[src/hw/rtl/cgr_pkg.sv]
`default_nettype none
package cgr_pkg;

  localparam int MAX_STOPS     = 7;
  localparam int STOP_REGS     = 7;
  localparam int POS_FRAC_BITS = 16;
  localparam int POS_W         = POS_FRAC_BITS + 1;
  localparam int IDX_W         = 3;
  localparam int CNT_W         = 3;
  localparam int CHAN_W        = 8;
  localparam int NCHAN         = 4;
  localparam int COLOR_W       = 32;
  localparam int STOP_W        = 49;
  localparam int POS_LSB       = 32;
  localparam int PROD_W        = CHAN_W + POS_W;
  localparam int NUM_W         = PROD_W + 1;
  localparam int DIV_STEPS     = CHAN_W;
  localparam int DATA_W        = 64;
  localparam int ADDR_W        = 6;
  localparam int REG_IDX_W     = 3;

  // register indexes
  localparam logic [REG_IDX_W-1:0] REG_STOP_COUNT = 3'd0;
  localparam logic [REG_IDX_W-1:0] REG_STOP0      = 3'd1;

  // channel order of the result
  localparam int CH_RED   = 0;
  localparam int CH_GREEN = 1;
  localparam int CH_BLUE  = 2;
  localparam int CH_ALPHA = 3;

  typedef logic [NCHAN-1:0][CHAN_W-1:0] rgba_t;

  typedef struct packed {
    logic [CNT_W-1:0]                   count;
    logic [STOP_REGS-1:0][STOP_W-1:0]   stops;
  } cfg_t;

  typedef struct packed {
    logic                          bypass;
    rgba_t                         color;
    logic [POS_W-1:0]              d;
    logic [NCHAN-1:0][NUM_W-1:0]   num;
  } work_t;

  function automatic logic [POS_W-1:0] stop_pos(input logic [STOP_W-1:0] s);
    stop_pos = s[POS_LSB +: POS_W];
  endfunction

  // argb word split into result channel order
  function automatic rgba_t split_color(input logic [STOP_W-1:0] s);
    rgba_t c;
    c[CH_RED]   = s[23:16];
    c[CH_GREEN] = s[15:8];
    c[CH_BLUE]  = s[7:0];
    c[CH_ALPHA] = s[31:24];
    split_color = c;
  endfunction

endpackage
`default_nettype wire

[src/hw/rtl/cgr_regs.sv]
`default_nettype none
module cgr_regs (
  input  wire logic                       clk,
  input  wire logic                       rst_n,
  input  wire logic                       psel,
  input  wire logic                       penable,
  input  wire logic                       pwrite,
  input  wire logic [cgr_pkg::ADDR_W-1:0] paddr,
  input  wire logic [cgr_pkg::DATA_W-1:0] pwdata,
  output logic      [cgr_pkg::DATA_W-1:0] prdata,
  output logic                            pready,
  output cgr_pkg::cfg_t                   cfg
);
  import cgr_pkg::*;

  logic [CNT_W-1:0]                 count_r;
  logic [STOP_REGS-1:0][STOP_W-1:0] stops_r;
  logic [REG_IDX_W-1:0]             idx;
  logic                             wr;

  assign pready = 1'b1;
  assign idx    = paddr[ADDR_W-1:ADDR_W-REG_IDX_W];
  assign wr     = psel & penable & pwrite;

  // register writes
  always_ff @(posedge clk) begin
    if (!rst_n) begin
      count_r <= CNT_W'(1);
      stops_r <= '0;
    end else if (wr) begin
      if (idx == REG_STOP_COUNT) begin
        count_r <= pwdata[CNT_W-1:0];
      end else begin
        stops_r[idx - REG_STOP0] <= pwdata[STOP_W-1:0];
      end
    end
  end

  // read back
  always_comb begin
    if (idx == REG_STOP_COUNT) begin
      prdata = DATA_W'(count_r);
    end else begin
      prdata = DATA_W'(stops_r[idx - REG_STOP0]);
    end
  end

  assign cfg.count = count_r;
  assign cfg.stops = stops_r;

endmodule
`default_nettype wire

[config.mk]
export PLATFORM = sky130hd
export DESIGN_NAME = cgr_regs
export DESIGN_NICKNAME = d
export VERILOG_FILES = /design/src/hw/rtl/cgr_pkg.sv /design/src/hw/rtl/cgr_regs.sv
export SDC_FILE = /design/constraint.sdc
export NUM_CORES = 1
export LEC_CHECK = 0
export BUFFER_PORTS_ARGS = -buffer_cell sky130_fd_sc_hd__buf_2
export CAP_MARGIN = 20
export CORE_ASPECT_RATIO = 1.25
export CORE_MARGIN = 3
export CORE_UTILIZATION = 29
export DETAILED_ROUTE_END_ITERATION = 10
export MAX_ROUTING_LAYER = met4
export SLEW_MARGIN = 20
export SYNTH_ARGS = -nofsm -noshare
export SYNTH_HDL_FRONTEND = slang
export SYNTH_SLANG_ARGS = --single-unit
[constraint.sdc]
create_clock -name clk -period 4.5 [get_ports clk]
set_input_delay 1.35 -clock clk [delete_from_list [all_inputs] [get_ports clk]]
set_output_delay 1.35 -clock clk [all_outputs]
set_load 0.005 [all_outputs]
==> metrics <==
drt initial violations 1,359; main combinational cell family by area after synthesis compound AO/OA/AOI/OAI gates; max-slew violation count 0; Worst Path Buf+Inv 6; status finished, final reports clean; Worst Path Required 3.15 ns; crit path kind input port to output pin; Yosys cell types 37; Max Freq 224 MHz; period utilization 99.3%; Die Y 275 um; Synth Instances 1,912; GRT Total Usage 22.9%; DRC 0; Synth Area in Compound Gates 28.9%; Peak VDD IR 0.293 mV; syn_area_per_cell 8.79 um2; vias in the first global route 16,900; num ports 486; register area share after synthesis 41.2%; post-layout min period 4.47 ns; initial antenna violation count 4; Min-Delay Path Class flop to flop; Yosys reg bits 346; ys flop type dfxtp_1; Synth Warn # 0; CTS tree built; EDFF count, synth 0; GPL Wtd Cong 0.822; Post-Synth XOR/XNOR Area 0.149%; Final Util 37.6%; Num CTS Buffers 39; Remaining Overflow, GRT 0; Starting Density 29.3%; drt total wl 71.8 mm; final non-filler cell total 3,030; setup ws final 0.0305 ns; Final Hold Viols 0; post-DP HPWL 45.5 mm; leakage 8.44 nW; Final Hold Slack 0.488 ns; Post-Synth Simple-Gate Area 13.4%; WL per Instance 23.7 um; setup_tns 0 ns; PortBufs 451; fraction of layout cells with a size suffix above 1 31.0%; CTS Hold Bufs 0; Max Fanout on Critical Path 23; crit-path leading delay family buffers and inverters; Final nets 2,325; CP cell instances buf_2 > inv_2 > buf_4 > ha_4 > buf_12 > nor2b_4 > buf_12 > a221oi_2 > nor3_1 > buf_2; chip width 221 um; Final Skew 0 ns; Crit. End Element output pin; largest net degree at the start of global routing 128; vias 17,300; P per Cell Area 351 nW/um2; slowest CP cell nor3_1; Worst-path clk slew 0.06 ns; root buf cell clkbuf_16; routed vias/inst 5.71; Slew HR 30.7%; Sink Count 346; Final setup viols 0; clock tree buffer depth 3; number of routed nets with antenna violations 0; dpl cells 2,946; max cap viols 0; die area 60,900 um2; Slew @ Worst Pin 1.04 ns; post-synthesis async set-or-reset flop share 0%; H-tree Lvls 2; first-pass GRT wire length 107 mm; mux cell area share after synthesis 9.65%; Area Overhead vs Synth 28.2%; Row Count 98; adder-cell area share of the yosys netlist 0.149%; CP Data Arrival Time 3.12 ns; CP Launch Type input port; worst skew pair latency 0.54 ns; worst slack at placement -0.369 ns; Core Region 57,300 um2; largest stage delay on the critical path 0.30 ns; synthesized area 16,800 um2; DRT Pass-1 Iters 5
synth_stat cells (all sizes together), types with 2 or more instances:
cell     count  area, um2
nor2        48        193
or3          2       12.5
mux2        40        450
o221ai       9       78.8
nand2       10       40.0
inv          3       11.3
ha           2       25.0
o21ai      347       1740
a21boi     345       2590
nand3      346       1730
nor3        43        226
dfxtp      346       6930
conb         2       7.51
clkbuf     150        566
mux2i       27        270
nand2b       2       12.5
a2bb2oi      9       78.8
buf         94        521
nor2b        2       20.0
a221oi      40        350
mux4        40        901
flip-flops by register name (all words and copies together), names as in the netlist:
name	count
cfg	343
count_r	3
per-layer routing:
layer  routed length [um]  global-route usage [%]
met2                35300                    38.4
met4                 2650                    9.27
met5                    0                       -
met1                27900                    26.6
met3                 5970                    5.52
area by class of cell:
cell class                      count  area [um2]
Timing Repair Buffer              525        3240
Antenna cell                        3        7.51
Clock inverter                     16         211
Sequential cell                   346        6930
Inverter                            3        11.3
Tap cell                          750         938
Multi-Input combinational cell   1333        9060
Clock buffer                       54        1140
Fill cell                        5740       35700
metrics by stage:
stage,area [um2],total power [mW]
after floorplan,16900,3.69
after detailed placement,19900,4.17
final,21500,7.56
after global placement,19900,4.16
after CTS,21300,7.59
after global routing,21500,7.82
report_power, final:
group	internal (mW)	leakage, nW	total (mW)	switching [mW]
sequential	3.09	2.79	3.11	0.0203
combinational	0.343	4.98	1.05	0.703
clock	2.06	0.673	3.40	1.34
total	5.50	8.44	7.56	2.06
worst register-to-register path: cells and delay by family, from the launching register on:
kind            cells  cell delay [ns]
flops               1             0.34
compound gates      2             0.34
cell usage in the layout, fill, tap and decap left out, types with 40 or more instances in the layout:
cell type,instances
dfxtp_1,346
nor3_1,40
nor2_1,42
clkbuf_16,42
buf_2,449
o21ai_0,346
a21boi_1,70
nand3_1,346
mux4_2,40
a21boi_0,275
what timing repair did:
| item | 4_1_cts | 5_1_grt |
|---|---|---|
| setup endpoints to repair | 48 | 42 |
| setup buffers | 2 | 8 |
| resized for setup | 6 | 26 |
| cloned | 0 | 1 |
| pin swaps | 2 | 5 |
kinds of logic after synthesis:
group                      Yosys count
other                                2
adders and majority gates            2
and+or+nand+nor                    455
DFF                                346
AOI/OAI and AO/OA                  751
muxes                              107
buffers and inverters              247
xor gates and xnor gates             2
path summary, 6_finish.rpt:
| path | start | endpoint | slack, ns | depth (start not counted) |
|---|---|---|---|---|
| hold reg to reg | cfg[192] | cfg[192] | 0.49 | 2 |
| hold / removal | cfg[192] | cfg[192] | 0.49 | 2 |
| setup / recovery | paddr[4] | prdata[28] | 0.03 | 10 |
| setup reg to reg | cfg[97] | cfg[97] | 3.73 | 2 |
Note: power is estimated with default switching activity, not from simulation.
