<file path="config.mk">
export PLATFORM = sky130hd
export DESIGN_NAME = cgr_div
export DESIGN_NICKNAME = d
export VERILOG_FILES = /design/src/hw/rtl/cgr_pkg.sv /design/src/hw/rtl/cgr_div.sv
export SDC_FILE = /design/constraint.sdc
export NUM_CORES = 2
export LEC_CHECK = 0
export ABC_AREA = 1
export BUFFER_PORTS_ARGS = -buffer_cell sky130_fd_sc_hd__buf_2
export CAP_MARGIN = 20
export CORE_MARGIN = 8
export CORE_UTILIZATION = 64
export CTS_BUF_LIST = sky130_fd_sc_hd__clkbuf_8
export CTS_CLUSTER_DIAMETER = 40
export DETAILED_ROUTE_END_ITERATION = 8
export GPL_ROUTABILITY_DRIVEN = 0
export PLACE_DENSITY_LB_ADDON = 0.2
export SKIP_CTS_REPAIR_TIMING = 1
export SLEW_MARGIN = 20
export SYNTH_ARGS = -nofsm -noshare
export SYNTH_HDL_FRONTEND = slang
export SYNTH_SLANG_ARGS = --single-unit
</file>
<file path="constraint.sdc">
create_clock -name clk -period 2.7 [get_ports clk]
set_clock_uncertainty 0.15 [all_clocks]
set_input_delay 0.135 -clock clk [delete_from_list [all_inputs] [get_ports clk]]
set_output_delay 0.135 -clock clk [all_outputs]
set_load 0.005 [all_outputs]
</file>
<file path="src/hw/rtl/cgr_pkg.sv">
`default_nettype none
package cgr_pkg;

  localparam int MAX_STOPS     = 7;
  localparam int STOP_REGS     = 7;
  localparam int POS_FRAC_BITS = 16;
  localparam int POS_W         = POS_FRAC_BITS + 1;
  localparam int IDX_W         = 3;
  localparam int CNT_W         = 3;
  localparam int CHAN_W        = 8;
  localparam int NCHAN         = 4;
  localparam int COLOR_W       = 32;
  localparam int STOP_W        = 49;
  localparam int POS_LSB       = 32;
  localparam int PROD_W        = CHAN_W + POS_W;
  localparam int NUM_W         = PROD_W + 1;
  localparam int DIV_STEPS     = CHAN_W;
  localparam int DATA_W        = 64;
  localparam int ADDR_W        = 6;
  localparam int REG_IDX_W     = 3;

  // register indexes
  localparam logic [REG_IDX_W-1:0] REG_STOP_COUNT = 3'd0;
  localparam logic [REG_IDX_W-1:0] REG_STOP0      = 3'd1;

  // channel order of the result
  localparam int CH_RED   = 0;
  localparam int CH_GREEN = 1;
  localparam int CH_BLUE  = 2;
  localparam int CH_ALPHA = 3;

  typedef logic [NCHAN-1:0][CHAN_W-1:0] rgba_t;

  typedef struct packed {
    logic [CNT_W-1:0]                   count;
    logic [STOP_REGS-1:0][STOP_W-1:0]   stops;
  } cfg_t;

  typedef struct packed {
    logic                          bypass;
    rgba_t                         color;
    logic [POS_W-1:0]              d;
    logic [NCHAN-1:0][NUM_W-1:0]   num;
  } work_t;

  function automatic logic [POS_W-1:0] stop_pos(input logic [STOP_W-1:0] s);
    stop_pos = s[POS_LSB +: POS_W];
  endfunction

  // argb word split into result channel order
  function automatic rgba_t split_color(input logic [STOP_W-1:0] s);
    rgba_t c;
    c[CH_RED]   = s[23:16];
    c[CH_GREEN] = s[15:8];
    c[CH_BLUE]  = s[7:0];
    c[CH_ALPHA] = s[31:24];
    split_color = c;
  endfunction

endpackage
`default_nettype wire

</file>
<file path="src/hw/rtl/cgr_div.sv">
`default_nettype none
module cgr_div (
  input  wire logic           clk,
  input  wire logic           rst_n,
  input  wire logic           en,
  input  wire logic           in_valid,
  input  wire cgr_pkg::work_t in_work,
  output logic                out_valid,
  output cgr_pkg::rgba_t      out_color
);
  import cgr_pkg::*;

  logic [DIV_STEPS-1:0]                          v_r, byp_r;
  logic [DIV_STEPS-1:0][NCHAN-1:0][NUM_W-1:0]    rem_r, rem_nxt;
  logic [DIV_STEPS-1:0][NCHAN-1:0][CHAN_W-1:0]   q_r, q_nxt;
  logic [DIV_STEPS-1:0][POS_W-1:0]               d_r, d_in;
  logic [DIV_STEPS-1:0][NCHAN-1:0][CHAN_W-1:0]   col_r, col_in;
  logic [DIV_STEPS-1:0]                          byp_in;

  // one quotient bit per stage, msb first
  always_comb begin
    logic [NUM_W-1:0]  r, sh;
    logic [CHAN_W-1:0] qi;
    for (int j = 0; j < DIV_STEPS; j++) begin
      d_in[j]   = (j == 0) ? in_work.d      : d_r[j-1];
      col_in[j] = (j == 0) ? in_work.color  : col_r[j-1];
      byp_in[j] = (j == 0) ? in_work.bypass : byp_r[j-1];
      for (int k = 0; k < NCHAN; k++) begin
        r  = (j == 0) ? in_work.num[k] : rem_r[j-1][k];
        qi = (j == 0) ? '0 : q_r[j-1][k];
        sh = NUM_W'(d_in[j]) << (DIV_STEPS - 1 - j);
        if (r >= sh) begin
          rem_nxt[j][k] = r - sh;
          q_nxt[j][k]   = qi | (CHAN_W'(1) << (DIV_STEPS - 1 - j));
        end else begin
          rem_nxt[j][k] = r;
          q_nxt[j][k]   = qi;
        end
      end
    end
  end

  always_ff @(posedge clk) begin
    if (!rst_n) begin
      v_r <= '0;
    end else if (en) begin
      v_r <= {v_r[DIV_STEPS-2:0], in_valid};
    end
  end

  always_ff @(posedge clk) begin
    if (en) begin
      rem_r <= rem_nxt;
      q_r   <= q_nxt;
      d_r   <= d_in;
      col_r <= col_in;
      byp_r <= byp_in;
    end
  end

  // stop color or quotient
  assign out_valid = v_r[DIV_STEPS-1];
  assign out_color = byp_r[DIV_STEPS-1] ? col_r[DIV_STEPS-1] : q_r[DIV_STEPS-1];

endmodule
`default_nettype wire

</file>
==> summary.txt <==
Run status
  • Status: finished, violations left
  • Failing checks: design-rule violations, negative setup slack

Routing
  • Routed WL: ~270000 um
  • Initial DRC Count: 7600
  • Via count: between 80000 and 90000
  • First-pass DRT Iterations: 9
  • Vias per inst: 5.55
  • Routed wire length per instance: approximately 18 um
  • Post-DRT Antenna Nets: 0
  • DRC viols: 1

Worst hold path
  • Worst hold path class: in2reg
  • Hold path depth: 5
  • Hold EP: rem_r[25]
  • Min-delay src: in_work[25]

Setup path
  • Cells on worst reg2reg path: 12
  • Worst r2r src: d_in[25]
  • Crit path from: in_work[109]
  • Maximum fanout along the worst path: 19
  • Worst EP arrival: just under 4 ns
  • Worst Path Class, Setup: in2reg
  • Crit start category: input pin
  • R2R Setup Slk: -0.03 ns
  • Critical Path End Type: register
  • Worst Path Required: around 3.4 ns
  • Reg-to-reg endpoint: rem_r[173]

Power
  • Leakage power: around 52 nW
  • Comb pwr share: 45.2%
  • Switching share of total power: between 40% and 50%
  • Switching power: about 36 mW
  • Peak VDD IR: between 0.0006 and 0.0007 V
  • PwrDens: 828 nW/um2
  • Internal cell power: 49.5 mW
  • Sequential power share: approximately 36%
  • Clock share of power: 19.3%

Die
  • Core box area: around 140000 um2
  • Row cnt: ~140
  • Num ports: 191
  • Die width: 387 um
  • Die area: roughly 150000 um2
  • Die height: 387 um
  • Initial Utilization: ~64%

Global routing
  • Largest net degree at the start of global routing: between 80 and 90
  • First-pass GRT wire length: about 380000 um
  • Total gr overflow: 0
  • Vias in the first global route: between 70000 and 80000
  • All-Layer GR Usage: 31.5%
  • Antenna violations before repair: 3

Synth
  • Gate count of the mapped netlist: approximately 12000
  • Prevailing post-synth register cell: edfxtp_1
  • Yosys cell types: between 50 and 60
  • Mapped Area: roughly 88000 um2
  • Register area share after synthesis: a little over two fifths
  • Net Count, Synth: around 13000
  • Yosys warning total: 0
  • Yosys top cell area share: ~43%
  • EDFF count, synth: 1255
  • Post-synth top area cell: edfxtp_1
  • Main area contributors after synthesis: edfxtp_1 43%, nand2_1 22%, inv_1 8.4%
  • Number of synthesized register bits: about 1300
  • Synth Area per Inst: 7.40 um2
  • Most frequent cells after synthesis: 5097 x nand2_1, 1976 x inv_1, 1255 x edfxtp_1
  • Count leader, synth: nand2_1
  • Asr flop ratio synth: 0%

Placed design
  • Pre-CTS setup slack: -0.114 ns
  • I/O Buffers: 190
  • Dpl hpwl: 199000 um

Finish
  • Layout area overhead: 17.2%
  • Final net count: 13800
  • Share of layout cells above drive strength 1: 10.1%
  • Fin util: about three quarters

STA
  • RSZ-0062 raised after global routing: yes
  • Final setup fails: 54
  • Final slew viol count: 0
  • Fin. Hold Viols: 0
  • Slew HR: ~44%
  • PnR worst setup slack: -0.505 ns
  • Worst Tran Pin Value: between 0.8 and 0.9 ns
  • Max Fclk: around 310 MHz
  • Final Cycle Share: 119%
  • Post-layout min period: 3.21 ns

Clock network
  • CTS tree: built
  • Clock sinks: 1263
  • Clk buf depth: 3
  • Root Driver: clkbuf_8
  • TritonCTS buffer count: 210
  • H-tree depth: 4
  • Reg clk slew, reported paths: 0.06 ns
  • Clock Latency Late Sink: just under 1 ns

Flow run
  • Max-cap violations: 0
## cell families (layout without fill, tap and decap cells)
family	count (synthesis)	after routing	synth area share, %
other	0	5	0
and+or+nand+nor	7151	7153	33.1
xor gates and xnor gates	230	230	2.29
AOI/OAI and AO/OA	559	559	3.46
buffers and inverters	2093	3427	9.47
adders and majority gates	572	572	8.36
DFF	1263	1263	43.0
muxes	32	32	0.409
## cell usage in the layout, fill, tap and decap left out, types with 212 or more instances in the layout
master            n
clkbuf_8        212
nor2_1          888
inv_1          2001
nand2_1        5084
ha_1            507
nand3_1         655
edfxtp_1       1255
dlygate4sd3_1   362
buf_4           428
a21oi_1         401
## final cells by class
cell class,count,area [um2]
Antenna cell,5,12.5
Sequential cell,1263,37800
Clock buffer,212,2920
Fill cell,9617,33700
Timing Repair Buffer,1047,9090
Multi-Input combinational cell,8546,42400
Inverter,1995,7560
Clock inverter,173,1220
Tap cell,1794,2240
## critical path, cell delays in order
cell           delay, ns
dlygate4sd3_1       0.53
buf_2               0.14
inv_1               0.60
ha_1                0.44
nand2_2             0.16
inv_1               0.06
nand2_1             0.10
nand2_1             0.11
nand2_1             0.10
nand2_1             0.08
nand2_1             0.11
nand3_1             0.14
nor2_4              0.14
buf_12              0.18
nand2_1             0.08
dlygate4sd3_1       0.63
nand2_1             0.13
## stage by stage
step                area [um2]  cells  total power [mW]  TNS [ns]  hold WS (ns)
floorplan                88100  11900              55.7         0        0.0839
global placement         94400  14200              65.3    -0.611         0.161
detailed placement       94400  14200              66.7     -2.38         0.163
CTS                      98600  14600              83.2     -3.16        -0.908
global route            103000  15000              91.6    -20.85        0.0143
finish                  103000  15000              85.5    -14.11        0.0438
## registers in the layout, summed over array words and instances (netlist names)
name and cells:
byp_r 8, col_in 224, q_r 144, v_r 8
rem_r 728, col_r 32, d_in 119
## worst max path at each step
stage | end | slack (ns) | cells after the start
floorplan | rem_r[593] | 0.35 | 13
global placement | rem_r[322] | -0.06 | 14
detailed placement | rem_r[511] | -0.11 | 9
CTS | rem_r[503] | -0.13 | 9
global route | rem_r[93] | -0.50 | 15
finish | rem_r[93] | -0.51 | 17
## per-layer routing
metal,up-vias,routed length [um],GRT usage [%]
met1,37000,94900,37.6
met5,-,0,0
li1,40000,-,-
met4,0,26800,25.0
met3,1439,24200,3.97
met2,4992,120000,51.5
## power by group through the flow
stage	combinational, mW	clock, mW	sequential [mW]
final	38.7	16.5	30.3
after global routing	43.4	17.6	30.5
after CTS	36.5	16.7	30.0
after detailed placement	36.3	0	30.4
after global placement	35.0	0	30.3
after floorplan	26.9	0	28.8
(Power assumes the default switching activity.)
