[src/hw/rtl/cgr_pkg.sv]
`default_nettype none
package cgr_pkg;

  localparam int MAX_STOPS     = 7;
  localparam int STOP_REGS     = 7;
  localparam int POS_FRAC_BITS = 16;
  localparam int POS_W         = POS_FRAC_BITS + 1;
  localparam int IDX_W         = 3;
  localparam int CNT_W         = 3;
  localparam int CHAN_W        = 8;
  localparam int NCHAN         = 4;
  localparam int COLOR_W       = 32;
  localparam int STOP_W        = 49;
  localparam int POS_LSB       = 32;
  localparam int PROD_W        = CHAN_W + POS_W;
  localparam int NUM_W         = PROD_W + 1;
  localparam int DIV_STEPS     = CHAN_W;
  localparam int DATA_W        = 64;
  localparam int ADDR_W        = 6;
  localparam int REG_IDX_W     = 3;

  // register indexes
  localparam logic [REG_IDX_W-1:0] REG_STOP_COUNT = 3'd0;
  localparam logic [REG_IDX_W-1:0] REG_STOP0      = 3'd1;

  // channel order of the result
  localparam int CH_RED   = 0;
  localparam int CH_GREEN = 1;
  localparam int CH_BLUE  = 2;
  localparam int CH_ALPHA = 3;

  typedef logic [NCHAN-1:0][CHAN_W-1:0] rgba_t;

  typedef struct packed {
    logic [CNT_W-1:0]                   count;
    logic [STOP_REGS-1:0][STOP_W-1:0]   stops;
  } cfg_t;

  typedef struct packed {
    logic                          bypass;
    rgba_t                         color;
    logic [POS_W-1:0]              d;
    logic [NCHAN-1:0][NUM_W-1:0]   num;
  } work_t;

  function automatic logic [POS_W-1:0] stop_pos(input logic [STOP_W-1:0] s);
    stop_pos = s[POS_LSB +: POS_W];
  endfunction

  // argb word split into result channel order
  function automatic rgba_t split_color(input logic [STOP_W-1:0] s);
    rgba_t c;
    c[CH_RED]   = s[23:16];
    c[CH_GREEN] = s[15:8];
    c[CH_BLUE]  = s[7:0];
    c[CH_ALPHA] = s[31:24];
    split_color = c;
  endfunction

endpackage
`default_nettype wire

[src/hw/rtl/cgr_front.sv]
`default_nettype none
module cgr_front (
  input  wire logic                      clk,
  input  wire logic                      rst_n,
  input  wire logic                      en,
  input  wire logic                      in_valid,
  input  wire logic [cgr_pkg::POS_W-1:0] in_pos,
  input  wire cgr_pkg::cfg_t             cfg,
  output logic                           out_valid,
  output cgr_pkg::work_t                 out_work
);
  import cgr_pkg::*;

  // stage 1: locate
  logic             v1_r, byp1_r;
  logic [POS_W-1:0] pos1_r;
  logic [IDX_W-1:0] idx1_r;
  logic [CNT_W-1:0] n;
  logic             found, byp1_nxt;
  logic [IDX_W-1:0] hit, idx1_nxt;

  // stage 2: select and subtract
  logic                         v2_r, byp2_r;
  rgba_t                        col2_r, c0_2_r, c1_2_r;
  logic [POS_W-1:0]             a2_r, b2_r, d2_r;
  logic [IDX_W-1:0]             pre;
  logic [POS_W-1:0]             p0, p1;

  // stage 3: products
  logic                         v3_r, byp3_r;
  rgba_t                        col3_r;
  logic [POS_W-1:0]             d3_r;
  logic [NCHAN-1:0][PROD_W-1:0] m0_3_r, m1_3_r;

  // stage 4: sums
  logic                         v4_r, byp4_r;
  rgba_t                        col4_r;
  logic [POS_W-1:0]             d4_r;
  logic [NCHAN-1:0][NUM_W-1:0]  num4_r;

  // first stop above the position
  always_comb begin
    if (cfg.count == '0) begin
      n = CNT_W'(1);
    end else if (cfg.count > CNT_W'(MAX_STOPS)) begin
      n = CNT_W'(MAX_STOPS);
    end else begin
      n = cfg.count;
    end
    found = 1'b0;
    hit   = '0;
    for (int i = MAX_STOPS - 1; i >= 0; i--) begin
      if ((CNT_W'(i) < n) && (in_pos < stop_pos(cfg.stops[i]))) begin
        found = 1'b1;
        hit   = IDX_W'(i);
      end
    end
    priority if (in_pos == '0 || (found && hit == '0)) begin
      byp1_nxt = 1'b1;
      idx1_nxt = '0;
    end else if (!found) begin
      byp1_nxt = 1'b1;
      idx1_nxt = IDX_W'(n - CNT_W'(1));
    end else begin
      byp1_nxt = 1'b0;
      idx1_nxt = hit;
    end
  end

  always_comb begin
    pre = byp1_r ? '0 : idx1_r - IDX_W'(1);
    p0  = stop_pos(cfg.stops[pre]);
    p1  = stop_pos(cfg.stops[idx1_r]);
  end

  // pipeline registers
  always_ff @(posedge clk) begin
    if (!rst_n) begin
      v1_r <= 1'b0;
      v2_r <= 1'b0;
      v3_r <= 1'b0;
      v4_r <= 1'b0;
    end else if (en) begin
      v1_r <= in_valid;
      v2_r <= v1_r;
      v3_r <= v2_r;
      v4_r <= v3_r;
    end
  end

  always_ff @(posedge clk) begin
    if (en) begin
      pos1_r <= in_pos;
      byp1_r <= byp1_nxt;
      idx1_r <= idx1_nxt;

      byp2_r <= byp1_r;
      col2_r <= split_color(cfg.stops[idx1_r]);
      c0_2_r <= split_color(cfg.stops[pre]);
      c1_2_r <= split_color(cfg.stops[idx1_r]);
      a2_r   <= p1 - pos1_r;
      b2_r   <= pos1_r - p0;
      d2_r   <= p1 - p0;

      byp3_r <= byp2_r;
      col3_r <= col2_r;
      d3_r   <= d2_r;
      for (int k = 0; k < NCHAN; k++) begin
        m0_3_r[k] <= PROD_W'(c0_2_r[k]) * PROD_W'(a2_r);
        m1_3_r[k] <= PROD_W'(c1_2_r[k]) * PROD_W'(b2_r);
      end

      byp4_r <= byp3_r;
      col4_r <= col3_r;
      d4_r   <= d3_r;
      for (int k = 0; k < NCHAN; k++) begin
        num4_r[k] <= NUM_W'(m0_3_r[k]) + NUM_W'(m1_3_r[k]);
      end
    end
  end

  assign out_valid       = v4_r;
  assign out_work.bypass = byp4_r;
  assign out_work.color  = col4_r;
  assign out_work.d      = d4_r;
  assign out_work.num    = num4_r;

endmodule
`default_nettype wire

[config.mk]
export PLATFORM = sky130hd
export DESIGN_NAME = cgr_front
export DESIGN_NICKNAME = d
export VERILOG_FILES = /design/src/hw/rtl/cgr_pkg.sv /design/src/hw/rtl/cgr_front.sv
export SDC_FILE = /design/constraint.sdc
export NUM_CORES = 2
export LEC_CHECK = 0
export BUFFER_PORTS_ARGS = -buffer_cell sky130_fd_sc_hd__buf_2
export CORE_ASPECT_RATIO = 1.25
export CORE_MARGIN = 2
export CORE_UTILIZATION = 46
export CTS_CLUSTER_DIAMETER = 30
export CTS_CLUSTER_SIZE = 10
export DETAILED_ROUTE_END_ITERATION = 10
export GPL_TIMING_DRIVEN = 0
export SKIP_CTS_REPAIR_TIMING = 1
export SYNTH_ARGS = -nofsm -noshare
export SYNTH_HDL_FRONTEND = slang
export SYNTH_SLANG_ARGS = --single-unit
[constraint.sdc]
create_clock -name clk -period 7.8 [get_ports clk]
set_input_delay 0.78 -clock clk [delete_from_list [all_inputs] [get_ports clk]]
set_output_delay 0.78 -clock clk [all_outputs]
set_load 0.05 [all_outputs]
==> summary.md <==
| Metric | Value |
|---|---|
| Dominant cells by area after synthesis | edfxtp_1 (25%), fa_1 (22%), ha_1 (12%), and2_1 (8.9%), inv_1 (6.0%) |
| Die Area | 145000 µm² |
| Dpl cell area | 70600 µm² |
| Initial Util | 0.464 |
| Most frequent cell after synthesis | inv_1 |
| Post-route cell area | 75300 µm² |
| Crit path top cell by count | a21oi_1 |
| Residual DRC | 0 |
| Synth Net Count | 8378 |
| Post-DP HPWL | 209000 µm |
| Final setup vio count | 0 |
| Number of synthesized flops with an enable pin | 541 |
| HP Class | input port to register |
| Hold-critical path depth | 2 |
| CP arrival | 8.00 ns |
| Clk sinks | 545 |
| Post-route ant nets | 0 |
| Synthesis-stage register bit count | 545 |
| Yosys top cell area share | 0.248 |
| Fill count | 13100 |
| Port bufs | 520 |
| Syn avg cell area | 9.83 µm² |
| Buf/Inv on CP | 4 |
| Clk_skew | 0.0409 ns |
| Worst-case hold path end point | v2_r |
| Via count | 53100 |
| Initial antenna violation count | 67 |
| Routed length per placed instance | 26.9 µm |
| Clk_lat worst skew | 0.79 ns |
| P&R area growth vs syn | 15.0% |
| Num CTS Buffers | 130 |
| Max clock buf depth | 3 |
| Setup TNS | 0 ns |
| Rel. slew slack | -0.103 |
| DRT Pass-1 Iters | 9 |
| Crit. End Element | register |
| CP Depth | 22 |
| Die Width | 341 µm |
| CP top delay family | compound AO/OA/AOI/OAI gates |
| Dpl cells | 9065 |
| RePlAce Congestion | 1.15 |
| Fmax | 133 MHz |
| Finished Layout Cells | 9354 |
| Rows | 154 |
| Max-slew violations | 35 |
| # Max-Cap Violations | 3 |
| Nets | 9040 |
| Part of the Yosys area used for sequential elements | 0.249 |
| Post-synthesis mux area share | 0.0304 |
| Syn Std Cell Area | 65500 µm² |
| Crit-path max FO | 10 |
| Tmin final | 7.50 ns |
| RR Endpoint | b2_r[16] |
| Commonest cells in the netlist | inv_1 (1038), and2_1 (935), fa_1 (727), ha_1 (622), edfxtp_1 (541) |
| Worst-Margin Slew | 1.65 ns |
| Synth async-reset ratio | 0 |
| Die Y-Extent | 426 µm |
| CP Cell Sequence | clkinvlp_4, clkbuf_1, ha_2, xor2_1, nor2b_1, clkbuf_1, nand2_1, a21oi_1, a31oi_1, o21ai_1, ha_1, inv_1, fa_1, a21o_1, a21oi_1, o21a_1, nor3_1, a41o_1, o41ai_1, o2111ai_1, a21oi_1, xnor2_1 |
| Total grt overflow | 0 |
| H-tree levels | 4 |
| Setup crit start kind | register |
| Adder-Cell Fraction of Synth Area | 0.341 |
| Vias per inst | 5.68 |
| Synth unique cells | 78 |
| Fraction of final layout cells with drive strength greater than 1 | 0.114 |
| Synth Area in Compound Gates | 0.103 |
| Synth area leader | edfxtp_1 |
| CTS Root Cell | clkbuf_16 |
| Outcome | finished, violations left |
| Iter 0 DRT Violations | 4534 |
| Final hold vios | 0 |
| CTS tree | built |
| CP max stage delay | 0.72 ns |
| CP Data Required Time | 8.29 ns |
| Number of global-route vias before repair | 54100 |
| Critical-path top delay cell | o41ai_1 |
| Dpl ws | -1.47 ns |
| Final wirelength | 252000 µm |
| Multi-input gate area | 44200 µm² |
| Worst Setup Slack, final | 0.295 ns |
| RSZ-0062 raised after global routing | false |
| GRT Overall Usage | 0.348 |
| Final period util | 0.962 |
| Gate Count Post-Synth | 6662 |
| Ys Warns | 0 |
| XOR/XNOR Fraction of Synth Area | 0.0373 |
| Worst reg2reg setup slack | 0.30 ns |
| I/O pins | 522 |
| Min-Delay Startpoint | rst_n |
| Critical R2R Launch | idx1_r[0] |
| Type of the worst setup path | register to register |
| Reg clk slew, reported paths | 0.05 ns |
| First-pass GRT wire length | 361000 µm |
| Largest family of logic cells by synthesized area | adder cells |
| Core Area | 141000 µm² |
| Simple-gate share of the synthesized area | 0.163 |
| Top_reg_cell synth | edfxtp_1 |
| FF/Latch Area | 16300 µm² |
| Largest net degree at the start of global routing | 129 |
| Worst r2r path cells | 22 |
| Failing checks | capacitance limit, slew limit |
[flip-flops by register name, summed over array words and instances, names as in the netlist, 32 cells and up]
signal	count
col3_r	32
c1_2_r	32
m1_3_r	100
m0_3_r	100
c0_2_r	32
out_work	136
[per-layer routing]
metal  part of all wire  wire (µm)  vias to the layer above  GRT usage
li1                   -          -                    23600          -
met1               0.34      85500                    26100      0.367
met2               0.47     117000                     2503      0.564
met3              0.078      19700                      892     0.0872
met4               0.12      29300                       22      0.337
met5            0.00059        148                        -          0
[how the worst max path moves through the flow]
stage / startpoint / end / slack [ns]
after global routing: idx1_r[0] / b2_r[16] / 0.12
after global placement: en / m1_3_r[31] / -2.63
after CTS: idx1_r[0] / b2_r[16] / -1.51
after floorplan: idx1_r[0] / b2_r[16] / 2.60
final: idx1_r[0] / b2_r[16] / 0.30
after detailed placement: idx1_r[0] / b2_r[16] / -1.47
[kinds of logic (layout without fill, tap and decap cells)]
kind of cell	after synthesis	in the layout
AO/OA/AOI/OAI	1025	1025
AND/OR/NAND/NOR	2023	2023
adder cells (fa/ha/maj)	1349	1349
XOR/XNOR	279	279
flip-flops	545	545
buffers and inverters	1312	2076
multiplexers	129	129
other	0	56
[through the flow]
stage	util	hold slack (ns)
after floorplan	-	0.400
after global placement	0.499	0.404
after detailed placement	0.501	0.405
after CTS	0.533	0.202
after global routing	0.534	0.252
final	0.534	0.254
[layout make-up]
type	instances	area share
diodes	56	0.00186
well taps	1872	0.0311
plain buffers	269	0.0136
clock inverters	95	0.0166
multi-input cells	4805	0.587
clock buffers	139	0.0436
inverters	1041	0.0519
repair buffers	532	0.0371
flip-flops and latches	545	0.217
[layout by cell type (no fill, tap or decap), types with 15 or more instances in the layout]
master	instances
a211oi_1	34
a21o_1	100
a21oi_1	328
a222oi_1	36
a22o_1	33
a31oi_1	25
a32oi_1	21
and2_1	935
and3_1	22
buf_1	22
buf_2	523
clkbuf_1	245
clkbuf_16	130
clkinv_1	16
clkinv_2	15
diode_2	56
edfxtp_1	541
fa_1	727
ha_1	621
inv_1	1038
inv_6	19
mux2i_1	73
mux4_2	56
nand2_1	442
nand2b_1	40
nand3_1	108
nand4_1	27
nor2_1	286
nor2b_1	43
nor3_1	51
o211ai_1	24
o21a_1	59
o21ai_0	158
o21bai_1	28
o22ai_1	28
or3_1	23
xnor2_1	220
xor2_1	57
Power is not shown: default switching activity piles up to over one toggle a cycle in this logic, so the estimate is an artifact.
